--- src/sv/gclv_pkg.sv ---
// Shared types, codes and mask bits for the G-code line word validator.
// No dependencies; imported by every module of the block.
package gclv_pkg;

  localparam int AXES = 3;
  localparam int COORD_SYSTEMS_DEF = 6;
  localparam int MAX_TOOL_DEF = 127;
  localparam int MAX_LINE_DEF = 127;
  localparam int MASK_W = 27;
  localparam int SLOTS = 9;

  // seen-word mask bits
  localparam int B_X = 0;
  localparam int B_Y = 1;
  localparam int B_Z = 2;
  localparam int B_I = 3;
  localparam int B_J = 4;
  localparam int B_K = 5;
  localparam int B_R = 6;
  localparam int B_F = 7;
  localparam int B_P = 8;
  localparam int B_S = 9;
  localparam int B_L = 10;
  localparam int B_T = 11;
  localparam int B_N = 12;
  localparam int GR_NONMODAL = 13;
  localparam int GR_MOTION = 14;
  localparam int GR_PLANE = 15;
  localparam int GR_DIST = 16;
  localparam int GR_FEED = 17;
  localparam int GR_UNITS = 18;
  localparam int GR_CUTTER = 19;
  localparam int GR_TOOL = 20;
  localparam int GR_COORD = 21;
  localparam int GR_FLOW = 22;
  localparam int GR_SPINDLE = 23;
  localparam int GR_COOLANT = 24;
  localparam int GR_OVERRIDE = 25;
  localparam int NEEDS_PARAMS = 26;

  // pending value slots
  localparam logic [3:0] SLOT_F = 4'd3;
  localparam logic [3:0] SLOT_P = 4'd4;
  localparam logic [3:0] SLOT_S = 4'd5;
  localparam logic [3:0] SLOT_L = 4'd6;
  localparam logic [3:0] SLOT_T = 4'd7;
  localparam logic [3:0] SLOT_N = 4'd8;

  // word letters
  localparam logic [4:0] LET_NONE = 5'd0;
  localparam logic [4:0] LET_F = 5'd6;
  localparam logic [4:0] LET_G = 5'd7;
  localparam logic [4:0] LET_I = 5'd9;
  localparam logic [4:0] LET_J = 5'd10;
  localparam logic [4:0] LET_K = 5'd11;
  localparam logic [4:0] LET_L = 5'd12;
  localparam logic [4:0] LET_M = 5'd13;
  localparam logic [4:0] LET_N = 5'd14;
  localparam logic [4:0] LET_P = 5'd16;
  localparam logic [4:0] LET_R = 5'd18;
  localparam logic [4:0] LET_S = 5'd19;
  localparam logic [4:0] LET_T = 5'd20;
  localparam logic [4:0] LET_X = 5'd24;
  localparam logic [4:0] LET_Y = 5'd25;
  localparam logic [4:0] LET_Z = 5'd26;

  // status codes
  localparam logic [4:0] ST_OK = 5'd0;
  localparam logic [4:0] ST_EMPTY = 5'd1;
  localparam logic [4:0] ST_BAD_G = 5'd2;
  localparam logic [4:0] ST_BAD_M = 5'd3;
  localparam logic [4:0] ST_BAD_LETTER = 5'd4;
  localparam logic [4:0] ST_AXIS_CONFLICT = 5'd5;
  localparam logic [4:0] ST_GROUP_CLASH = 5'd6;
  localparam logic [4:0] ST_S_NEG = 5'd7;
  localparam logic [4:0] ST_F_NEG = 5'd8;
  localparam logic [4:0] ST_N_NEG = 5'd9;
  localparam logic [4:0] ST_N_BIG = 5'd10;
  localparam logic [4:0] ST_T_NEG = 5'd11;
  localparam logic [4:0] ST_T_BIG = 5'd12;
  localparam logic [4:0] ST_G4_NO_P = 5'd13;
  localparam logic [4:0] ST_G4_P_NEG = 5'd14;
  localparam logic [4:0] ST_G10_NO_LP = 5'd15;
  localparam logic [4:0] ST_G10_P_RANGE = 5'd16;
  localparam logic [4:0] ST_G10_BAD_L = 5'd17;
  localparam logic [4:0] ST_G53_MOTION = 5'd18;
  localparam logic [4:0] ST_NO_FEED = 5'd19;
  localparam logic [4:0] ST_G43_MOTION = 5'd20;

  // non-modal actions
  localparam logic [3:0] ACT_NONE = 4'd0;
  localparam logic [3:0] ACT_G4 = 4'd1;
  localparam logic [3:0] ACT_G10 = 4'd2;
  localparam logic [3:0] ACT_G28 = 4'd3;
  localparam logic [3:0] ACT_G28_1 = 4'd4;
  localparam logic [3:0] ACT_G30 = 4'd5;
  localparam logic [3:0] ACT_G30_1 = 4'd6;
  localparam logic [3:0] ACT_G53 = 4'd7;
  localparam logic [3:0] ACT_G92 = 4'd8;
  localparam logic [3:0] ACT_G92_1 = 4'd9;

  localparam logic [2:0] MOT_G0 = 3'd0;
  localparam logic [2:0] MOT_G1 = 3'd1;
  localparam logic [2:0] MOT_G3 = 3'd3;
  localparam logic [2:0] MOT_G80 = 3'd4;

  typedef struct packed {
    logic [1:0] coolant;
    logic [1:0] spindle;
    logic [2:0] flow;
    logic [2:0] coord;
    logic       length_comp;
    logic       units;
    logic       feed_mode;
    logic       distance;
    logic [1:0] plane;
    logic [2:0] motion;
  } modes_t;

  typedef struct packed {
    modes_t     modes;
    logic [3:0] action;
    logic [4:0] status;
  } result_t;

endpackage

--- src/sv/gcode_line_word_validator.sv ---
// Top level of the G-code line word validator: input register, config registers,
// line collector and output register. Depends on gclv_pkg, gclv_line.
//
//   port group   dir   carries
//   s_*          in    one word per transfer, tlast marks the line end
//   m_*          out   one status and modal snapshot per line
//   cfg_*        in    machine position and global offset writes
//
// One word per cycle unless stalled: a word held in the input register is folded
// into the line when it advances, and a line end's result is in m_tdata next cycle.
// The output register decouples the sides; the input stalls only while a line
// end waits on a full, stalled output register. Reset (rst, synchronous) sets
// the held modes to G0 XY G90 G94 G21 G49 G54, running, spindle and coolant off.
module gcode_line_word_validator #(
  parameter int COORD_SYSTEMS = gclv_pkg::COORD_SYSTEMS_DEF,
  parameter int MAX_TOOL      = gclv_pkg::MAX_TOOL_DEF,
  parameter int MAX_LINE      = gclv_pkg::MAX_LINE_DEF
) (
  input  logic        clk,
  input  logic        rst,
  input  logic        s_tvalid,
  output logic        s_tready,
  // letter[4:0], integer_part[11:5], has_fraction[12], fraction_digit[16:13],
  // word_value[48:17], zero fill[55:49]
  input  logic [55:0] s_tdata,
  input  logic        s_tlast,
  output logic        m_tvalid,
  input  logic        m_tready,
  // status[4:0], non_modal_action[8:5], motion_mode[11:9], plane[13:12],
  // distance_mode[14], feed_mode[15], units_mode[16], length_comp_mode[17],
  // coord_system[20:18], flow_state[23:21], spindle_mode[25:24],
  // coolant_mode[27:26], zero fill[31:28]
  output logic [31:0] m_tdata,
  input  logic        cfg_we,
  input  logic [2:0]  cfg_index,
  input  logic [31:0] cfg_data
);
  import gclv_pkg::*;

  localparam logic [2:0] REG_POS_X = 3'd0;
  localparam logic [2:0] REG_POS_Y = 3'd1;
  localparam logic [2:0] REG_POS_Z = 3'd2;
  localparam logic [2:0] REG_OFF_X = 3'd3;
  localparam logic [2:0] REG_OFF_Y = 3'd4;
  localparam logic [2:0] REG_OFF_Z = 3'd5;

  logic signed [31:0] machine_pos [AXES];
  logic signed [31:0] base_offset [AXES];

  logic               stage_valid;
  logic [48:0]        stage_data;
  logic               stage_last;
  logic               fire;
  result_t            result;
  result_t            out_res;

  // configuration writes
  always_ff @(posedge clk) begin
    if (rst) begin
      for (int a = 0; a < AXES; a++) begin
        machine_pos[a] <= '0;
        base_offset[a] <= '0;
      end
    end else if (cfg_we) begin
      unique case (cfg_index)
        REG_POS_X: machine_pos[0] <= cfg_data;
        REG_POS_Y: machine_pos[1] <= cfg_data;
        REG_POS_Z: machine_pos[2] <= cfg_data;
        REG_OFF_X: base_offset[0] <= cfg_data;
        REG_OFF_Y: base_offset[1] <= cfg_data;
        REG_OFF_Z: base_offset[2] <= cfg_data;
        default: ;
      endcase
    end
  end

  // advance a word unless a line end would overrun a stalled result
  assign fire     = stage_valid && (!stage_last || !m_tvalid || m_tready);
  assign s_tready = !stage_valid || fire;

  // input register
  always_ff @(posedge clk) begin
    if (rst) begin
      stage_valid <= 1'b0;
    end else if (s_tready) begin
      stage_valid <= s_tvalid;
    end
  end

  always_ff @(posedge clk) begin
    if (s_tready && s_tvalid) begin
      stage_data <= s_tdata[48:0];
      stage_last <= s_tlast;
    end
  end

  gclv_line #(
    .COORD_SYSTEMS (COORD_SYSTEMS),
    .MAX_TOOL      (MAX_TOOL),
    .MAX_LINE      (MAX_LINE)
  ) u_line (
    .clk            (clk),
    .rst            (rst),
    .fire           (fire),
    .letter         (stage_data[4:0]),
    .integer_part   (stage_data[11:5]),
    .has_fraction   (stage_data[12]),
    .fraction_digit (stage_data[16:13]),
    .word_value     (stage_data[48:17]),
    .end_of_line    (stage_last),
    .machine_pos    (machine_pos),
    .base_offset    (base_offset),
    .result         (result)
  );

  // output register: load on line end, drop on transfer
  always_ff @(posedge clk) begin
    if (rst) begin
      m_tvalid <= 1'b0;
    end else if (fire && stage_last) begin
      m_tvalid <= 1'b1;
    end else if (m_tready) begin
      m_tvalid <= 1'b0;
    end
  end

  always_ff @(posedge clk) begin
    if (fire && stage_last) out_res <= result;
  end

  assign m_tdata = {4'd0, out_res.modes.coolant, out_res.modes.spindle,
                    out_res.modes.flow, out_res.modes.coord, out_res.modes.length_comp,
                    out_res.modes.units, out_res.modes.feed_mode, out_res.modes.distance,
                    out_res.modes.plane, out_res.modes.motion, out_res.action,
                    out_res.status};

  a_no_overwrite: assert property (@(posedge clk) disable iff (rst)
    m_tvalid && !m_tready |-> !(fire && stage_last))
    else $error("result overwritten while stalled");
  a_stage_hold: assert property (@(posedge clk) disable iff (rst)
    stage_valid && !fire |=> stage_valid && $stable(stage_data))
    else $error("stalled word lost");
  a_result_follows: assert property (@(posedge clk) disable iff (rst)
    fire && stage_last |=> m_tvalid)
    else $error("line end gave no result");

endmodule

--- src/sv/gclv_decode.sv ---
// Word decoder: maps one G-code word onto mask bits, mode updates and a value slot.
// Depends on gclv_pkg.
module gclv_decode (
  input  logic [4:0]                  letter,
  input  logic [6:0]                  integer_part,
  input  logic                        has_fraction,
  input  logic [3:0]                  fraction_digit,
  input  gclv_pkg::modes_t            modes_in,
  input  logic [3:0]                  action_in,
  output gclv_pkg::modes_t            modes_out,
  output logic [3:0]                  action_out,
  output logic [gclv_pkg::MASK_W-1:0] word,
  output logic [4:0]                  err,
  output logic                        slot_en,
  output logic [3:0]                  slot
);
  import gclv_pkg::*;

  // decode letter, then G or M number
  always_comb begin
    modes_out  = modes_in;
    action_out = action_in;
    word       = '0;
    err        = ST_OK;
    slot_en    = 1'b0;
    slot       = 4'd0;
    unique case (letter)
      LET_X: begin word[B_X] = 1'b1; slot_en = 1'b1; slot = 4'd0; end
      LET_Y: begin word[B_Y] = 1'b1; slot_en = 1'b1; slot = 4'd1; end
      LET_Z: begin word[B_Z] = 1'b1; slot_en = 1'b1; slot = 4'd2; end
      LET_I: word[B_I] = 1'b1;
      LET_J: word[B_J] = 1'b1;
      LET_K: word[B_K] = 1'b1;
      LET_R: word[B_R] = 1'b1;
      LET_F: begin word[B_F] = 1'b1; slot_en = 1'b1; slot = SLOT_F; end
      LET_P: begin word[B_P] = 1'b1; slot_en = 1'b1; slot = SLOT_P; end
      LET_S: begin word[B_S] = 1'b1; slot_en = 1'b1; slot = SLOT_S; end
      LET_L, LET_T, LET_N: begin
        if (has_fraction) begin
          err = ST_BAD_LETTER;
        end else begin
          slot_en = 1'b1;
          if (letter == LET_L) begin word[B_L] = 1'b1; slot = SLOT_L; end
          else if (letter == LET_T) begin word[B_T] = 1'b1; slot = SLOT_T; end
          else begin word[B_N] = 1'b1; slot = SLOT_N; end
        end
      end
      LET_G: begin
        if (has_fraction) begin
          if (fraction_digit == 4'd1 && integer_part == 7'd28) begin
            action_out = ACT_G28_1; word[GR_NONMODAL] = 1'b1;
          end else if (fraction_digit == 4'd1 && integer_part == 7'd30) begin
            action_out = ACT_G30_1; word[GR_NONMODAL] = 1'b1;
          end else if (fraction_digit == 4'd1 && integer_part == 7'd92) begin
            action_out = ACT_G92_1; word[GR_NONMODAL] = 1'b1;
          end else if (fraction_digit == 4'd1 && integer_part == 7'd43) begin
            modes_out.length_comp = 1'b1; word[GR_TOOL] = 1'b1;
          end else begin
            err = ST_BAD_G;
          end
        end else begin
          unique case (integer_part)
            7'd4:  begin action_out = ACT_G4;  word[GR_NONMODAL] = 1'b1;
                         word[NEEDS_PARAMS] = 1'b1; end
            7'd10: begin action_out = ACT_G10; word[GR_NONMODAL] = 1'b1;
                         word[NEEDS_PARAMS] = 1'b1; end
            7'd28: begin action_out = ACT_G28; word[GR_NONMODAL] = 1'b1; end
            7'd30: begin action_out = ACT_G30; word[GR_NONMODAL] = 1'b1; end
            7'd53: begin action_out = ACT_G53; word[GR_NONMODAL] = 1'b1;
                         word[NEEDS_PARAMS] = 1'b1; end
            7'd92: begin action_out = ACT_G92; word[GR_NONMODAL] = 1'b1;
                         word[NEEDS_PARAMS] = 1'b1; end
            7'd0, 7'd1, 7'd2, 7'd3: begin
              modes_out.motion = integer_part[2:0];
              word[GR_MOTION] = 1'b1; word[NEEDS_PARAMS] = 1'b1;
            end
            7'd80: begin modes_out.motion = MOT_G80; word[GR_MOTION] = 1'b1; end
            7'd17, 7'd18, 7'd19: begin
              modes_out.plane = 2'(integer_part - 7'd17); word[GR_PLANE] = 1'b1;
            end
            7'd90, 7'd91: begin
              modes_out.distance = (integer_part == 7'd91);
              word[GR_DIST] = 1'b1;
            end
            7'd93: begin modes_out.feed_mode = 1'b1; word[GR_FEED] = 1'b1; end
            7'd94: begin modes_out.feed_mode = 1'b0; word[GR_FEED] = 1'b1; end
            7'd20: begin modes_out.units = 1'b1; word[GR_UNITS] = 1'b1; end
            7'd21: begin modes_out.units = 1'b0; word[GR_UNITS] = 1'b1; end
            7'd40: word[GR_CUTTER] = 1'b1;
            7'd49: begin modes_out.length_comp = 1'b0; word[GR_TOOL] = 1'b1; end
            7'd54, 7'd55, 7'd56, 7'd57, 7'd58, 7'd59: begin
              modes_out.coord = 3'(integer_part - 7'd54); word[GR_COORD] = 1'b1;
            end
            default: err = ST_BAD_G;
          endcase
        end
      end
      LET_M: begin
        if (has_fraction) begin
          err = ST_BAD_LETTER;
        end else begin
          unique case (integer_part)
            7'd0:  begin modes_out.flow = 3'd1; word[GR_FLOW] = 1'b1; end
            7'd1:  begin modes_out.flow = 3'd2; word[GR_FLOW] = 1'b1; end
            7'd2:  begin modes_out.flow = 3'd3; word[GR_FLOW] = 1'b1; end
            7'd30: begin modes_out.flow = 3'd4; word[GR_FLOW] = 1'b1; end
            7'd3:  begin modes_out.spindle = 2'd1; word[GR_SPINDLE] = 1'b1; end
            7'd4:  begin modes_out.spindle = 2'd2; word[GR_SPINDLE] = 1'b1; end
            7'd5:  begin modes_out.spindle = 2'd0; word[GR_SPINDLE] = 1'b1; end
            7'd7:  begin modes_out.coolant = 2'd1; word[GR_COOLANT] = 1'b1; end
            7'd8:  begin modes_out.coolant = 2'd2; word[GR_COOLANT] = 1'b1; end
            7'd9:  begin modes_out.coolant = 2'd0; word[GR_COOLANT] = 1'b1; end
            7'd56: word[GR_OVERRIDE] = 1'b1;
            default: err = ST_BAD_M;
          endcase
        end
      end
      default: err = ST_BAD_LETTER;
    endcase
  end

endmodule

--- src/sv/gclv_line.sv ---
// Line collector: holds the seen-word mask, pending values and modal copies, runs the
// end-of-line checks and commits modal state, feed, offset table and home positions.
// Depends on gclv_pkg and gclv_decode.
module gclv_line #(
  parameter int COORD_SYSTEMS = gclv_pkg::COORD_SYSTEMS_DEF,
  parameter int MAX_TOOL      = gclv_pkg::MAX_TOOL_DEF,
  parameter int MAX_LINE      = gclv_pkg::MAX_LINE_DEF
) (
  input  logic                    clk,
  input  logic                    rst,
  input  logic                    fire,
  input  logic [4:0]              letter,
  input  logic [6:0]              integer_part,
  input  logic                    has_fraction,
  input  logic [3:0]              fraction_digit,
  input  logic signed [31:0]      word_value,
  input  logic                    end_of_line,
  input  logic signed [31:0]      machine_pos [gclv_pkg::AXES],
  input  logic signed [31:0]      base_offset [gclv_pkg::AXES],
  output gclv_pkg::result_t       result
);
  import gclv_pkg::*;

  localparam int RW = (COORD_SYSTEMS > 1) ? $clog2(COORD_SYSTEMS) : 1;
  localparam logic signed [31:0] ONE = 32'sh0001_0000;
  localparam logic signed [31:0] NEG_ONE = -32'sh0001_0000;
  localparam logic signed [31:0] LINE_LIM = 32'((MAX_LINE + 1) * 65536);
  localparam logic signed [31:0] TOOL_LIM = 32'((MAX_TOOL + 1) * 65536);
  localparam logic signed [31:0] P_LIM = 32'((COORD_SYSTEMS + 1) * 65536);

  modes_t                  held;
  logic signed [31:0]      held_feed;
  logic                    feed_defined;
  modes_t                  line_modes;
  logic [3:0]              line_action;
  logic [MASK_W-1:0]       mask;
  logic signed [31:0]      pend [SLOTS];
  logic [4:0]              line_err;
  logic signed [31:0]      home_pos [2][AXES];
  logic signed [31:0]      coord_tab [COORD_SYSTEMS][AXES];

  modes_t                  d_modes;
  logic [3:0]              d_action;
  logic [MASK_W-1:0]       d_word;
  logic [4:0]              d_err;
  logic                    d_slot_en;
  logic [3:0]              d_slot;

  modes_t                  modes_next;
  logic [3:0]              action_next;
  logic [MASK_W-1:0]       mask_next;
  logic signed [31:0]      pend_next [SLOTS];
  logic [4:0]              err_next;

  modes_t                  fin_modes;
  logic [4:0]              status;
  logic [3:0]              row;
  logic                    l_is_2;
  logic                    l_is_20;
  logic signed [31:0]      l20_val [AXES];
  logic signed [33:0]      l20_diff [AXES];
  logic                    ok;

  gclv_decode u_decode (
    .letter         (letter),
    .integer_part   (integer_part),
    .has_fraction   (has_fraction),
    .fraction_digit (fraction_digit),
    .modes_in       (line_modes),
    .action_in      (line_action),
    .modes_out      (d_modes),
    .action_out     (d_action),
    .word           (d_word),
    .err            (d_err),
    .slot_en        (d_slot_en),
    .slot           (d_slot)
  );

  // fold the current word into the line
  always_comb begin
    modes_next  = line_modes;
    action_next = line_action;
    mask_next   = mask;
    pend_next   = pend;
    err_next    = line_err;
    if (letter != LET_NONE && line_err == ST_OK) begin
      if (d_err != ST_OK) begin
        err_next = d_err;
      end else begin
        modes_next  = d_modes;
        action_next = d_action;
        if (d_slot_en) pend_next[d_slot] = word_value;
        if ((mask & d_word) != '0) begin
          err_next = mask[NEEDS_PARAMS] ? ST_AXIS_CONFLICT : ST_GROUP_CLASH;
        end else begin
          mask_next = mask | d_word;
        end
      end
    end
  end

  // end-of-line checks, first failing check wins
  always_comb begin
    fin_modes = modes_next;
    row       = 4'(pend_next[SLOT_P][19:16] - 4'd1);
    l_is_2    = !pend_next[SLOT_L][31] && pend_next[SLOT_L][30:16] == 15'd2;
    l_is_20   = !pend_next[SLOT_L][31] && pend_next[SLOT_L][30:16] == 15'd20;
    if (pend_next[SLOT_P] > NEG_ONE && pend_next[SLOT_P] < ONE) begin
      row = {1'b0, held.coord};
    end
    priority if (err_next != ST_OK) status = err_next;
    else if (mask_next == '0) status = ST_EMPTY;
    else if (mask_next[B_S] && pend_next[SLOT_S] < 0) status = ST_S_NEG;
    else if (mask_next[B_F] && pend_next[SLOT_F] < 0) status = ST_F_NEG;
    else if (mask_next[B_N] && pend_next[SLOT_N] <= NEG_ONE) status = ST_N_NEG;
    else if (mask_next[B_N] && pend_next[SLOT_N] >= LINE_LIM) status = ST_N_BIG;
    else if (mask_next[B_T] && pend_next[SLOT_T] <= NEG_ONE) status = ST_T_NEG;
    else if (mask_next[B_T] && pend_next[SLOT_T] >= TOOL_LIM) status = ST_T_BIG;
    else if (mask_next[GR_NONMODAL] && action_next == ACT_G4 && !mask_next[B_P])
      status = ST_G4_NO_P;
    else if (mask_next[GR_NONMODAL] && action_next == ACT_G4 && pend_next[SLOT_P] < 0)
      status = ST_G4_P_NEG;
    else if (mask_next[GR_NONMODAL] && action_next == ACT_G10 &&
             (!mask_next[B_L] || !mask_next[B_P]))
      status = ST_G10_NO_LP;
    else if (mask_next[GR_NONMODAL] && action_next == ACT_G10 &&
             (pend_next[SLOT_P] <= NEG_ONE || pend_next[SLOT_P] >= P_LIM))
      status = ST_G10_P_RANGE;
    else if (mask_next[GR_NONMODAL] && action_next == ACT_G10 && !l_is_2 && !l_is_20)
      status = ST_G10_BAD_L;
    else if (mask_next[GR_NONMODAL] && action_next == ACT_G53 &&
             modes_next.motion != MOT_G0 && modes_next.motion != MOT_G1)
      status = ST_G53_MOTION;
    else if (modes_next.feed_mode && modes_next.motion >= MOT_G1 &&
             modes_next.motion <= MOT_G3 && !mask_next[B_F] && !feed_defined)
      status = ST_NO_FEED;
    else if (mask_next[GR_TOOL] && mask_next[GR_MOTION] && modes_next.length_comp)
      status = ST_G43_MOTION;
    else status = ST_OK;
    // P0 on G10 takes the held work system
    if (action_next == ACT_G10 && pend_next[SLOT_P] > NEG_ONE && pend_next[SLOT_P] < ONE)
      fin_modes.coord = held.coord;
  end

  // L20 value: position minus global offset minus word, saturated
  always_comb begin
    for (int a = 0; a < AXES; a++) begin
      l20_diff[a] = 34'(machine_pos[a]) - 34'(base_offset[a]) - 34'(pend_next[a]);
      if (l20_diff[a] > 34'sh0_7FFF_FFFF) l20_val[a] = 32'sh7FFF_FFFF;
      else if (l20_diff[a] < -34'sh0_8000_0000) l20_val[a] = 32'sh8000_0000;
      else l20_val[a] = l20_diff[a][31:0];
    end
  end

  assign ok = (status == ST_OK);

  always_comb begin
    result.status = status;
    result.action = ok ? action_next : ACT_NONE;
    result.modes  = ok ? fin_modes : held;
  end

  // line and held state
  always_ff @(posedge clk) begin
    if (rst) begin
      held         <= '0;
      held_feed    <= '0;
      feed_defined <= 1'b0;
      line_modes   <= '0;
      line_action  <= ACT_NONE;
      mask         <= '0;
      line_err     <= ST_OK;
    end else if (fire) begin
      if (end_of_line) begin
        if (ok) begin
          held <= fin_modes;
          if (mask_next[B_F]) begin
            held_feed    <= pend_next[SLOT_F];
            feed_defined <= 1'b1;
          end
        end
        line_modes  <= ok ? fin_modes : held;
        line_action <= ACT_NONE;
        mask        <= '0;
        line_err    <= ST_OK;
      end else begin
        line_modes  <= modes_next;
        line_action <= action_next;
        mask        <= mask_next;
        line_err    <= err_next;
      end
    end
  end

  // pending values: clear at line end, capture words otherwise
  always_ff @(posedge clk) begin
    if (rst) begin
      for (int s = 0; s < SLOTS; s++) pend[s] <= '0;
    end else if (fire) begin
      for (int s = 0; s < SLOTS; s++) pend[s] <= end_of_line ? '0 : pend_next[s];
    end
  end

  // offset table and home captures on a passing line
  always_ff @(posedge clk) begin
    if (rst) begin
      for (int r = 0; r < COORD_SYSTEMS; r++)
        for (int a = 0; a < AXES; a++) coord_tab[r][a] <= '0;
      for (int h = 0; h < 2; h++)
        for (int a = 0; a < AXES; a++) home_pos[h][a] <= '0;
    end else if (fire && end_of_line && ok) begin
      if (action_next == ACT_G10 && int'(row) < COORD_SYSTEMS) begin
        for (int a = 0; a < AXES; a++)
          if (mask_next[a]) coord_tab[row[RW-1:0]][a] <= l_is_2 ? pend_next[a] : l20_val[a];
      end
      if (action_next == ACT_G28_1)
        for (int a = 0; a < AXES; a++) home_pos[0][a] <= machine_pos[a];
      if (action_next == ACT_G30_1)
        for (int a = 0; a < AXES; a++) home_pos[1][a] <= machine_pos[a];
    end
  end

  a_line_cleared: assert property (@(posedge clk) disable iff (rst)
    fire && end_of_line |=> mask == '0 && line_err == ST_OK)
    else $error("line state not cleared after line end");
  a_err_no_action: assert property (@(posedge clk) disable iff (rst)
    result.status != ST_OK |-> result.action == ACT_NONE)
    else $error("action reported on failing line");
  a_feed_sticky: assert property (@(posedge clk) disable iff (rst)
    feed_defined |=> feed_defined)
    else $error("feed_defined dropped");
  a_held_only_on_eol: assert property (@(posedge clk) disable iff (rst)
    !(fire && end_of_line) |=> $stable(held))
    else $error("held modes changed outside line end");

endmodule

--- config.mk ---
export PLATFORM = sky130hd
export DESIGN_NAME = gcode_line_word_validator
export DESIGN_NICKNAME = d
export VERILOG_FILES = /design/src/sv/gclv_pkg.sv /design/src/sv/gcode_line_word_validator.sv /design/src/sv/gclv_decode.sv /design/src/sv/gclv_line.sv
export SDC_FILE = /design/constraint.sdc
export NUM_CORES = 1
export LEC_CHECK = 0
export ABC_AREA = 0
export BUFFER_PORTS_ARGS = -buffer_cell sky130_fd_sc_hd__clkbuf_2
export CAP_MARGIN = 20
export CORE_MARGIN = 4
export CORE_UTILIZATION = 50
export CTS_BUF_LIST = sky130_fd_sc_hd__clkbuf_8
export DETAILED_ROUTE_END_ITERATION = 12
export GPL_TIMING_DRIVEN = 0
export PLACE_DENSITY_LB_ADDON = 0.05
export SETUP_SLACK_MARGIN = 0.1
export SYNTH_ARGS = -nofsm -noshare
export SYNTH_HDL_FRONTEND = slang
export SYNTH_HIERARCHICAL = 1
export SYNTH_SLANG_ARGS = --single-unit
--- constraint.sdc ---
create_clock -name clk -period 17.4 [get_ports clk]
set_input_delay 3.48 -clock clk [delete_from_list [all_inputs] [get_ports clk]]
set_output_delay 3.48 -clock clk [all_outputs]
set_load 0.02 [all_outputs]
==> results.txt <==
In the layout the commonest cells are 242 x nor2_1, 191 x dfxtp_1, 135 x a22oi_1, 110 x nand2_1, 83 x clkbuf_2. TritonCTS built the clock tree. The number of antenna diodes in the final layout is 0.

The tools report the launch point of the worst reg-to-reg path as stage_data[6]. Number of global-route vias before repair: 11.3k. The largest driver fanout on the critical path was 3; the total setup buffers inserted after CTS was 0. The clock root buffer was clkbuf_8. The tools report the count of maximum capacitance violations as 0. The first detailed-routing pass ran for 5 iterations. The H-tree was split into 2 levels. The critical path in this run is classified as in2out. The logs give 1430 for the number of cells produced by synthesis and 0.57 ns for the clock latency at the later pin of the worst-skew pair. The number of clock sinks is 269, and the area of the mapped netlist is 12800 sq um. The clock-pin slew reported for the worst setup and hold paths after clock tree synthesis is 0.06 ns. The final routed wirelength across all metal layers was 39000 um.

The analysis attributes to cell leakage a power of 5.20 nW. The wire-length estimate of the detail-placed layout is 28200 um. The tightest min-delay check is of the reg2reg type. Most common cell after layout, fill and taps aside: nor2_1. Total power for the finished layout comes to 1.39 mW. The number of gates resized after CTS was 0. The share of cells above drive strength 1 works out to 13.4%. The overall routing resource usage was 26.7%; the average via count per standard cell was 6.17. Dividing the detail-routed wire length by the instance count gives 20.2 um. The floorplan step defined a die boundary enclosing 28300 sq um. The number of placed instances, taps included, is 1848. The vias after detailed routing is 11.9k, and the overflow left after global routing is 0. The detailed router finished its first iteration with 1160 violations. The initialized floorplan defines 58 standard-cell rows. The first global-routing pass estimated 61500 um of wire.

In this run the worst setup path begins at m_tready. Once the floorplan was initialized, standard cells occupied 50.9% of the core. STA classifies the critical path endpoint as an output port. The number of buffers inserted by hold repair at cts came out at 0.

The launch instance of the worst min-delay path was u_line/pend[127]. TritonCTS created 46 clock buffers. The final layout net count is 1667. On the final layout, the worst clock skew is 0.0150 ns. For the pin with the worst max-slew slack, the measured transition is 1.10 ns. In the finished design, the share of the clock period the worst path needs comes to 42.9%. In this run the power density over the cells is 94.5 nW/um^2. From bottom edge to top edge, the die measures 168 um. The count of antenna-violating nets left after detailed routing was 0; the required time reported for the critical path endpoint was 13.92 ns. At the end of routability-driven placement, the weighted congestion stood at 0.939.

For this run, design rule violations remaining after detail routing come to 0. The floorplan step set the die width to 168 um. The run finished with clean final reports. In this run the tightest slew margin relative to its limit is 26.1%. During synthesis, Yosys emitted a total of 6 warnings. After layout, the minimum clock period comes to 7.47 ns. The setup TNS was 0 ns; the layout overhead on the synthesized area was 14.4%.

The logs give 0.0641 mV for the largest voltage drop on the vdd net and 40 for the maximum number of pins on one net before global-route repair. The run gives 3 as the largest buffer count on any clock path. Initial antenna violation count: 0.

Port buffering added 83 buffers. Setup repair after global routing left no endpoint under its margin. In this run the count of I/O pins placed on the die edge is 131. The count of final setup violators is 0. The total core area was 25200 sq um; the number of cells in the finished layout apart from fillers was 1933. The count of final max-slew check failures was 0; the arrival time at the worst endpoint was 3.99 ns. The per-instance average area after synthesis was 8.96 sq um.

The final hold violation count is 0. The maximum achievable frequency is 0.134 GHz. Category of the worst setup path launch point: an input pin.
-- layout make-up --
cell class                      instances  area, sq um
Clock buffer                           57          785
Timing Repair Buffer                   84          435
Fill cell                            2301        10500
Sequential cell                       269         6170
Tap cell                              330          413
Clock inverter                         28          184
Buffer                                105          502
Multi-Input combinational cell       1033         6070
Inverter                               27          101
-- final timing paths --
check | cells past startpoint | slack [ns] | to
min reg2reg | 2 | 0.46 | u_line/pend[127]
max reg2reg | 20 | 9.96 | u_line/line_modes[7]
min | 2 | 0.46 | u_line/pend[127]
max | 3 | 9.93 | s_tready
-- power by group --
part	switching [mW]	total, mW	internal (mW)
logic	0.0874	0.126	0.0383
clock network	0.258	0.586	0.328
registers	0.0139	0.673	0.659
total	0.360	1.39	1.03
-- metrics by stage --
| stage | hold slack, ns | worst slack [ns] | utilization [%] | cell area, sq um |
|---|---|---|---|---|
| after floorplan | 0.431 | 10.12 | - | 12800 |
| after global placement | 0.443 | 9.96 | 54.2 | 13700 |
| after detailed placement | 0.456 | 9.94 | 54.4 | 13700 |
| after CTS | 0.463 | 9.93 | 58.2 | 14700 |
| after global routing | 0.494 | 9.73 | 58.2 | 14700 |
| final | 0.462 | 9.93 | 58.2 | 14700 |
-- state kept, by name, summed over array words and instances, names as in the netlist --
signal / count
u_line/pend: 114
stage_data: 49
m_tdata: 28
u_line/mask: 27
u_line/held: 19
u_line/line_modes: 19
u_line/line_err: 5
u_line/line_action: 4
m_tvalid: 1
stage_last: 1
stage_valid: 1
u_line/feed_defined: 1
-- worst max-delay path: stages --
cell and delay (ns):
clkbuf_2 0.09, nand4b_1 0.21, clkbuf_2 0.20
-- routing by layer --
metal	share of wire (%)	wire, um	global-route usage, %	up-vias
met3	6.5	2530	4.58	110
li1	-	-	-	5638
met4	4.5	1760	11.5	0
met5	0	0	0	-
met1	42	16300	35.3	5714
met2	47	18300	43.3	456
Power figures use the tool's default switching activity.
